File: src/hdl/spq_pkg.sv
// Shared types, codes and widths for the stable priority queue.
package spq_pkg;

    localparam int CMD_W         = 2;
    localparam int STATUS_W      = 2;
    localparam int PRIO_W        = 8;
    localparam int ID_W          = 16;
    localparam int OCC_W         = 5;
    localparam int DEPTH_DEFAULT = 16;

    typedef enum logic [CMD_W-1:0] {
        CMD_INSERT = 2'd0,
        CMD_REMOVE = 2'd1,
        CMD_CLEAR  = 2'd2
    } cmd_t;

    typedef enum logic [STATUS_W-1:0] {
        ST_DONE  = 2'd0,
        ST_EMPTY = 2'd1,
        ST_FULL  = 2'd2
    } status_t;

    typedef struct packed {
        logic [PRIO_W-1:0] prio;
        logic [ID_W-1:0]   id;
    } entry_t;

    // Broadcast to every cell of the chain.
    typedef struct packed {
        logic   insert;
        logic   remove;
        entry_t entry;
    } cell_ctl_t;

endpackage

File: src/hdl/spq_cmd_if.sv
// Command channel: valid/ready handshake with command payload.
interface spq_cmd_if;
    import spq_pkg::*;

    logic              valid;
    logic              ready;
    logic [CMD_W-1:0]  command;
    logic [PRIO_W-1:0] entry_priority;
    logic [ID_W-1:0]   entry_id;

    modport source (output valid, command, entry_priority, entry_id, input ready);
    modport sink   (input valid, command, entry_priority, entry_id, output ready);
endinterface

File: src/hdl/spq_rsp_if.sv
// Result channel: valid/ready handshake with result payload.
interface spq_rsp_if;
    import spq_pkg::*;

    logic                valid;
    logic                ready;
    logic [STATUS_W-1:0] status;
    logic                out_valid;
    logic [ID_W-1:0]     out_id;
    logic [PRIO_W-1:0]   out_priority;
    logic [OCC_W-1:0]    occupancy;

    modport source (output valid, status, out_valid, out_id, out_priority, occupancy,
                    input ready);
    modport sink   (input valid, status, out_valid, out_id, out_priority, occupancy,
                    output ready);
endinterface

File: src/hdl/spq_cell.sv
// One slot of the sorted chain: holds an entry, shifts right on insert, left on remove.
module spq_cell (
    input  logic               clk,
    input  spq_pkg::cell_ctl_t ctl,
    input  logic               occupied,
    input  logic               left_ge,
    input  spq_pkg::entry_t    left_entry,
    input  spq_pkg::entry_t    right_entry,
    output logic               ge,
    output spq_pkg::entry_t    entry
);
    import spq_pkg::*;

    entry_t entry_reg;
    entry_t entry_next;

    // Stored entry stays ahead of the new one when its priority is greater or equal.
    assign ge    = occupied && (entry_reg.prio >= ctl.entry.prio);
    assign entry = entry_reg;

    always_comb
    begin
        entry_next = entry_reg;
        if (ctl.insert && !ge)
        begin
            // First slot that loses takes the new entry, the rest shift down.
            entry_next = left_ge ? ctl.entry : left_entry;
        end
        else if (ctl.remove)
        begin
            entry_next = right_entry;
        end
    end

    always_ff @(posedge clk)
    begin
        entry_reg <= entry_next;
    end

endmodule

File: src/hdl/stable_priority_queue.sv
// Stable priority queue: a chain of slot cells kept sorted highest priority first.
// A command's result is registered at its transfer and offered in the next cycle.
// Throughput: one command per cycle; the input stalls only while a result waits unread.
// The count and the slot chain update together in the same cycle, at the command's transfer.
// Reset clears the entry count and the result valid flag; result payload and slot contents are not reset.
module stable_priority_queue #(
    parameter int DEPTH = spq_pkg::DEPTH_DEFAULT
) (
    input  logic      clk,
    input  logic      rst_n,
    spq_cmd_if.sink   cmd,
    spq_rsp_if.source rsp
);
    import spq_pkg::*;

    localparam int CW = $clog2(DEPTH + 1);

    logic [CW-1:0]       count_reg, count_next;
    logic                rsp_valid_reg;
    logic [STATUS_W-1:0] status_reg, status_next;
    logic                out_valid_reg, out_valid_next;
    entry_t              out_entry_reg, out_entry_next;
    logic [OCC_W-1:0]    occ_reg;

    logic      accept;
    logic      full;
    logic      empty;
    cell_ctl_t ctl;
    entry_t    cell_entry [DEPTH];
    logic      cell_ge    [DEPTH];

    assign cmd.ready = !rsp_valid_reg || rsp.ready;
    assign accept    = cmd.valid && cmd.ready;
    assign full      = (count_reg == CW'(DEPTH));
    assign empty     = (count_reg == '0);

    always_comb
    begin
        ctl.insert     = 1'b0;
        ctl.remove     = 1'b0;
        ctl.entry.prio = cmd.entry_priority;
        ctl.entry.id   = cmd.entry_id;
        count_next     = count_reg;
        status_next    = ST_DONE;
        out_valid_next = 1'b0;
        out_entry_next = '0;
        case (cmd_t'(cmd.command))
            CMD_INSERT:
            begin
                if (full)
                begin
                    status_next = ST_FULL;
                end
                else
                begin
                    ctl.insert = accept;
                    count_next = count_reg + CW'(1);
                end
            end
            CMD_REMOVE:
            begin
                if (empty)
                begin
                    status_next = ST_EMPTY;
                end
                else
                begin
                    ctl.remove     = accept;
                    count_next     = count_reg - CW'(1);
                    out_valid_next = 1'b1;
                    out_entry_next = cell_entry[0];
                end
            end
            CMD_CLEAR:
            begin
                count_next = '0;
            end
            default:
            begin
                count_next = count_reg;
            end
        endcase
    end

    for (genvar i = 0; i < DEPTH; i++)
    begin : g_cell
        logic   left_ge;
        entry_t left_entry;
        entry_t right_entry;

        if (i == 0)
        begin : g_head
            assign left_ge    = 1'b1;
            assign left_entry = cell_entry[i];
        end
        else
        begin : g_body
            assign left_ge    = cell_ge[i-1];
            assign left_entry = cell_entry[i-1];
        end

        if (i == DEPTH - 1)
        begin : g_tail
            assign right_entry = cell_entry[i];
        end
        else
        begin : g_inner
            assign right_entry = cell_entry[i+1];
        end

        spq_cell u_cell (
            .clk         (clk),
            .ctl         (ctl),
            .occupied    (CW'(i) < count_reg),
            .left_ge     (left_ge),
            .left_entry  (left_entry),
            .right_entry (right_entry),
            .ge          (cell_ge[i]),
            .entry       (cell_entry[i])
        );
    end

    always_ff @(posedge clk or negedge rst_n)
    begin
        if (!rst_n)
        begin
            count_reg     <= '0;
            rsp_valid_reg <= 1'b0;
        end
        else
        begin
            if (accept)
            begin
                count_reg     <= count_next;
                rsp_valid_reg <= 1'b1;
            end
            else if (rsp.ready)
            begin
                rsp_valid_reg <= 1'b0;
            end
        end
    end

    always_ff @(posedge clk)
    begin
        if (accept)
        begin
            status_reg    <= status_next;
            out_valid_reg <= out_valid_next;
            out_entry_reg <= out_entry_next;
            occ_reg       <= OCC_W'(count_next);
        end
    end

    assign rsp.valid        = rsp_valid_reg;
    assign rsp.status       = status_reg;
    assign rsp.out_valid    = out_valid_reg;
    assign rsp.out_id       = out_entry_reg.id;
    assign rsp.out_priority = out_entry_reg.prio;
    assign rsp.occupancy    = occ_reg;

    a_count_bound: assert property (@(posedge clk) disable iff (!rst_n)
        count_reg <= CW'(DEPTH))
        else $error("entry count above depth");

    a_occ_tracks_count: assert property (@(posedge clk) disable iff (!rst_n)
        rsp_valid_reg |-> occ_reg == OCC_W'(count_reg))
        else $error("reported occupancy differs from entry count");

    a_removed_is_done: assert property (@(posedge clk) disable iff (!rst_n)
        (rsp_valid_reg && out_valid_reg) |-> status_reg == ST_DONE)
        else $error("removed entry with non-done status");

    a_full_drop: assert property (@(posedge clk) disable iff (!rst_n)
        (accept && cmd.command == CMD_INSERT && full) |=> $stable(count_reg))
        else $error("dropped insert changed the count");

    a_head_order: assert property (@(posedge clk) disable iff (!rst_n)
        (accept && ctl.remove && count_reg > CW'(1))
        |=> out_entry_reg.prio >= cell_entry[0].prio)
        else $error("new head outranks removed entry");

endmodule

File: src/flat_wrapper.sv
// flat-port wrapper written by rule: the top's interface ports become plain ports
module stable_priority_queue_flat import spq_pkg::*;
#(
    parameter int DEPTH = spq_pkg::DEPTH_DEFAULT
)
  (clk, rst_n, cmd_valid, cmd_command, cmd_entry_priority, cmd_entry_id, cmd_ready, rsp_valid, rsp_status, rsp_out_valid, rsp_out_id, rsp_out_priority, rsp_occupancy, rsp_ready);
  spq_cmd_if cmd_i ();
  spq_rsp_if rsp_i ();
  input  logic clk;
  input  logic rst_n;
  input wire logic [$bits(cmd_i.valid)-1:0] cmd_valid;
  input wire logic [$bits(cmd_i.command)-1:0] cmd_command;
  input wire logic [$bits(cmd_i.entry_priority)-1:0] cmd_entry_priority;
  input wire logic [$bits(cmd_i.entry_id)-1:0] cmd_entry_id;
  output wire logic [$bits(cmd_i.ready)-1:0] cmd_ready;
  output wire logic [$bits(rsp_i.valid)-1:0] rsp_valid;
  output wire logic [$bits(rsp_i.status)-1:0] rsp_status;
  output wire logic [$bits(rsp_i.out_valid)-1:0] rsp_out_valid;
  output wire logic [$bits(rsp_i.out_id)-1:0] rsp_out_id;
  output wire logic [$bits(rsp_i.out_priority)-1:0] rsp_out_priority;
  output wire logic [$bits(rsp_i.occupancy)-1:0] rsp_occupancy;
  input wire logic [$bits(rsp_i.ready)-1:0] rsp_ready;
  assign cmd_i.valid = cmd_valid;
  assign cmd_i.command = cmd_command;
  assign cmd_i.entry_priority = cmd_entry_priority;
  assign cmd_i.entry_id = cmd_entry_id;
  assign cmd_ready = cmd_i.ready;
  assign rsp_valid = rsp_i.valid;
  assign rsp_status = rsp_i.status;
  assign rsp_out_valid = rsp_i.out_valid;
  assign rsp_out_id = rsp_i.out_id;
  assign rsp_out_priority = rsp_i.out_priority;
  assign rsp_occupancy = rsp_i.occupancy;
  assign rsp_i.ready = rsp_ready;
  stable_priority_queue #(.DEPTH(DEPTH)) u_core (.clk(clk), .rst_n(rst_n), .cmd(cmd_i), .rsp(rsp_i));
endmodule
File: config.mk
export PLATFORM = sky130hd
export DESIGN_NAME = stable_priority_queue_flat
export DESIGN_NICKNAME = d
export VERILOG_FILES = /design/src/hdl/spq_pkg.sv /design/src/hdl/spq_cmd_if.sv /design/src/hdl/spq_rsp_if.sv /design/src/hdl/spq_cell.sv /design/src/hdl/stable_priority_queue.sv /design/src/flat_wrapper.sv
export SDC_FILE = /design/constraint.sdc
export NUM_CORES = 1
export LEC_CHECK = 0
export BUFFER_PORTS_ARGS = -buffer_cell sky130_fd_sc_hd__buf_4
export CELL_PAD_IN_SITES_DETAIL_PLACEMENT = 1
export CELL_PAD_IN_SITES_GLOBAL_PLACEMENT = 1
export CORE_MARGIN = 1.5
export CORE_UTILIZATION = 40
export CTS_CLUSTER_DIAMETER = 150
export DETAILED_ROUTE_END_ITERATION = 10
export PLACE_DENSITY_LB_ADDON = 0.1
export SLEW_MARGIN = 30
export SYNTH_ARGS = -nofsm -noshare
export SYNTH_HDL_FRONTEND = slang
export SYNTH_SLANG_ARGS = --single-unit
File: constraint.sdc
create_clock -name clk -period 3.55 [get_ports clk]
set_input_delay 0.355 -clock clk [delete_from_list [all_inputs] [get_ports clk]]
set_output_delay 0.355 -clock clk [all_outputs]
set_load 0.02 [all_outputs]
==> impl_metrics.json <==
{
  "status": "finished, final reports clean",
  "ys_seq_area_frac": 0.531,
  "via_per_inst": 5.60,
  "maxSlewHeadroom": 0.512,
  "clk_pin_slew_ns": 0.06,
  "ys.warnings.count": 0,
  "drive_gt1_frac": 0.128,
  "hold_violations": 0,
  "wl_per_cell_um": 22.7,
  "cts_tree": "yes",
  "synth-edff-count": 416,
  "fin_nets": 2339,
  "clk_path_buf_depth": 3,
  "worst-path-max-fanout": 25,
  "largest_reg_flops": 384,
  "netlist_instances": 2121,
  "syn_avg_cell_area_um2": 11.2,
  "cts_resized": 0,
  "yosys.area_share.adder": 0.0694,
  "wl_met1_mm": 30.6,
  "hpwlAfterDp_mm": 48.4,
  "drt-total-wl_mm": 67.7,
  "vdd_drop_max_mv": 0.408,
  "grt_usage": 0.225,
  "fp.dieW_um": 247,
  "critical_path_class": "reg -> reg",
  "fmax_mhz": 337,
  "fin_util": 0.461,
  "ys.flop_type": "edfxtp_1",
  "power_mw": 16.4,
  "insertion_delay_ns": 0.61,
  "grt_remaining_overflow": 0,
  "synthSimpleGateAreaFrac": 0.0926,
  "top_layer_used": "met5",
  "synth.mux.area_fraction": 0.161,
  "first_global_vias": 18300,
  "rows": 89,
  "ys_types": 56,
  "setup_tns_ns": 0,
  "wl_met2_mm": 33.6,
  "die_h_um": 247,
  "antenna_found_initial": 1,
  "die_area_um2": 61000,
  "synth_xor_xnor_area_share": 0.000368,
  "holdWs_ns": 0.0716,
  "synthTopCellsByArea": "edfxtp_1 52%, mux2i_1 14%, ha_1 6.9%",
  "drc": 0,
  "core_um2": 58900,
  "cts_max_level": 2,
  "path_common_cell": "buf_12",
  "clockRootBuffer": "clkbuf_16",
  "rsz0062_at_grt": "no",
  "min_path_type": "in -> reg",
  "antennaDiodeCount": 0,
  "min_path_cells": 3,
  "cts.sinks": 422,
  "finalCritPeriodShare": 0.835,
  "drt_iter0_markers": 873,
  "cp-startpoint": "u_core.count_reg[1]$_DFFE_PN0P_",
  "gp_congestion": 0.811,
  "cpPeakStageDelay_ns": 0.46,
  "synth_top_family_by_area": "multiplexers",
  "firstDrtPassIters": 5,
  "ant_nets": 0,
  "worstPathCellList": "inv_1, ha_1, nor3b_2, a211oi_2, and2_1, buf_12, nand2b_4, nand2_1, buf_12",
  "ys_seq_elements": 422,
  "synthArstFlopShare": 0.0142,
  "yosys.area.top_type_share": 0.525,
  "yosysTopAreaCell": "edfxtp_1",
  "synth.net_count": 2283,
  "r2r_cells": 9,
  "grt_max_degree": 49,
  "fin_crit_ns": 2.97,
  "leakage_nw": 10.4,
  "setup_viol": 0,
  "cp_data_required_time_ns": 3.85,
  "wl_met3_mm": 1.89,
  "netlist_area_um2": 23800,
  "hp-start": "rsp_ready",
  "io_pins": 64,
  "start_util": 0.404,
  "grt_pass1_wl_mm": 106,
  "rr_startpoint": "u_core.count_reg[1]$_DFFE_PN0P_",
  "cp.depth": 9,
  "via_count": 16700,
  "portBuffers": 63,
  "maxCapViolCount": 0,
  "cts_inserted_buffers": 50,
  "skew_ns": 0.0185,
  "synth-compound-area-share": 0.111,
  "crit_buf_inv": 3,
  "critPathTopFamily": "simple AND/OR/NAND/NOR gates",
  "slowest_stage": "a211oi_2",
  "power.density_nw_per_um2": 604,
  "area_growth_pct": 14.1,
  "crit_arrival_ns": 3.26,
  "critPathLaunchType": "register",
  "slew_viol_final": 0,
  "worst-slew-pin-transition_ns": 0.732,
  "end_kind": "register"
}
==> worst paths after layout <==
| check | endpoint | slack, ns |
|---|---|---|
| min in group asynchronous | u_core.count_reg[1]$_DFFE_PN0P_ | 0.10 |
| min | u_core.rsp.valid$_DFFE_PN0P_ | 0.07 |
| max in group asynchronous | u_core.rsp.valid$_DFFE_PN0P_ | 3.32 |
| min reg2reg | u_core.rsp.valid$_DFFE_PN0P_ | 0.55 |
| max | u_core.g_cell[0].u_cell.entry[20]$_DFFE_PP_ | 0.58 |
| max reg2reg | u_core.g_cell[0].u_cell.entry[20]$_DFFE_PP_ | 0.58 |
==> tightest hold or removal path, stage by stage <==
cell and delay [ns]:
buf_4 0.07, nand2b_1 0.13, nand2b_1 0.06
==> cell usage in the layout, fill, tap and decap left out, types with 2 or more instances in the layout <==
cell	instances
mux2i_1	336
o21ai_1	18
or3_1	2
dlygate4sd3_1	2
nor3_1	17
nor2_1	70
clkinv_1	16
o22ai_1	3
mux2_2	26
o21ai_2	6
buf_4	123
nand2b_1	11
nor2b_1	11
clkinv_2	3
a31oi_1	4
a211oi_1	12
mux2_4	12
clkbuf_16	50
buf_12	25
a21oi_1	99
nor2_2	12
o21ai_4	6
nand4_1	5
inv_1	27
and2_1	27
edfxtp_1	416
a21o_1	6
a21oi_2	2
ha_1	132
o21ai_0	321
nand3_1	4
nand2_1	355
nand2b_4	2
bufinv_16	3
dfrtp_1	6
o21a_1	3
clkbuf_1	15
==> timing repair <==
action,CTS,global route
setup buffers,0,0
hold endpoints to repair,7,0
hold buffers,2,0
==> cells in the mapped netlist, types with 2 or more instances <==
master,count
a211oi_1,12
a211oi_2,2
a21o_1,6
a21oi_1,101
a31oi_1,4
and2_1,27
buf_2,54
buf_4,10
buf_6,7
clkbuf_1,74
dfrtp_1,6
edfxtp_1,416
ha_1,132
inv_1,27
mux2_2,26
mux2_4,12
mux2i_1,336
nand2_1,355
nand2b_1,11
nand2b_4,2
nand3_1,4
nand4_1,5
nor2_1,79
nor2_2,3
nor2b_1,11
nor3_1,17
o21a_1,3
o21ai_0,325
o21ai_1,24
o22ai_1,3
or3_1,2
==> report_power, final <==
part	switching, mW	internal [mW]	total, mW
registers	0.405	6.26	6.66
logic	2.81	1.99	4.80
clock network	2.14	2.80	4.94
==> final cells by class <==
class,count,area [µm²]
Inverter,27,101
Clock inverter,25,209
Sequential cell,422,12600
Timing Repair Buffer,150,1440
Fill cell,6259,31800
Tap cell,773,967
Multi-Input combinational cell,1526,10500
Clock buffer,65,1310
==> cell families after synthesis <==
| family | after synthesis |
|---|---|
| adder cells (fa/ha/maj) | 132 |
| flip-flops | 422 |
| multiplexers | 374 |
| buffers and inverters | 173 |
| XOR/XNOR | 1 |
| AO/OA/AOI/OAI | 495 |
| AND/OR/NAND/NOR | 524 |
==> routing by layer <==
layer,vias to the layer above,track usage
li1,7921,-
met1,8469,0.294
met2,237,0.390
met3,107,0.0281
met4,2,0.0628
met5,-,0
==> stage by stage <==
stage	instances	area, µm²	worst slack [ns]
final	2988	27100	0.585
after global routing	2988	27100	0.367
after CTS	2988	27100	0.568
after detailed placement	2896	25600	0.386
after global placement	2896	25600	0.393
after floorplan	2121	23800	0.219
Power figures use the tool's default switching activity.
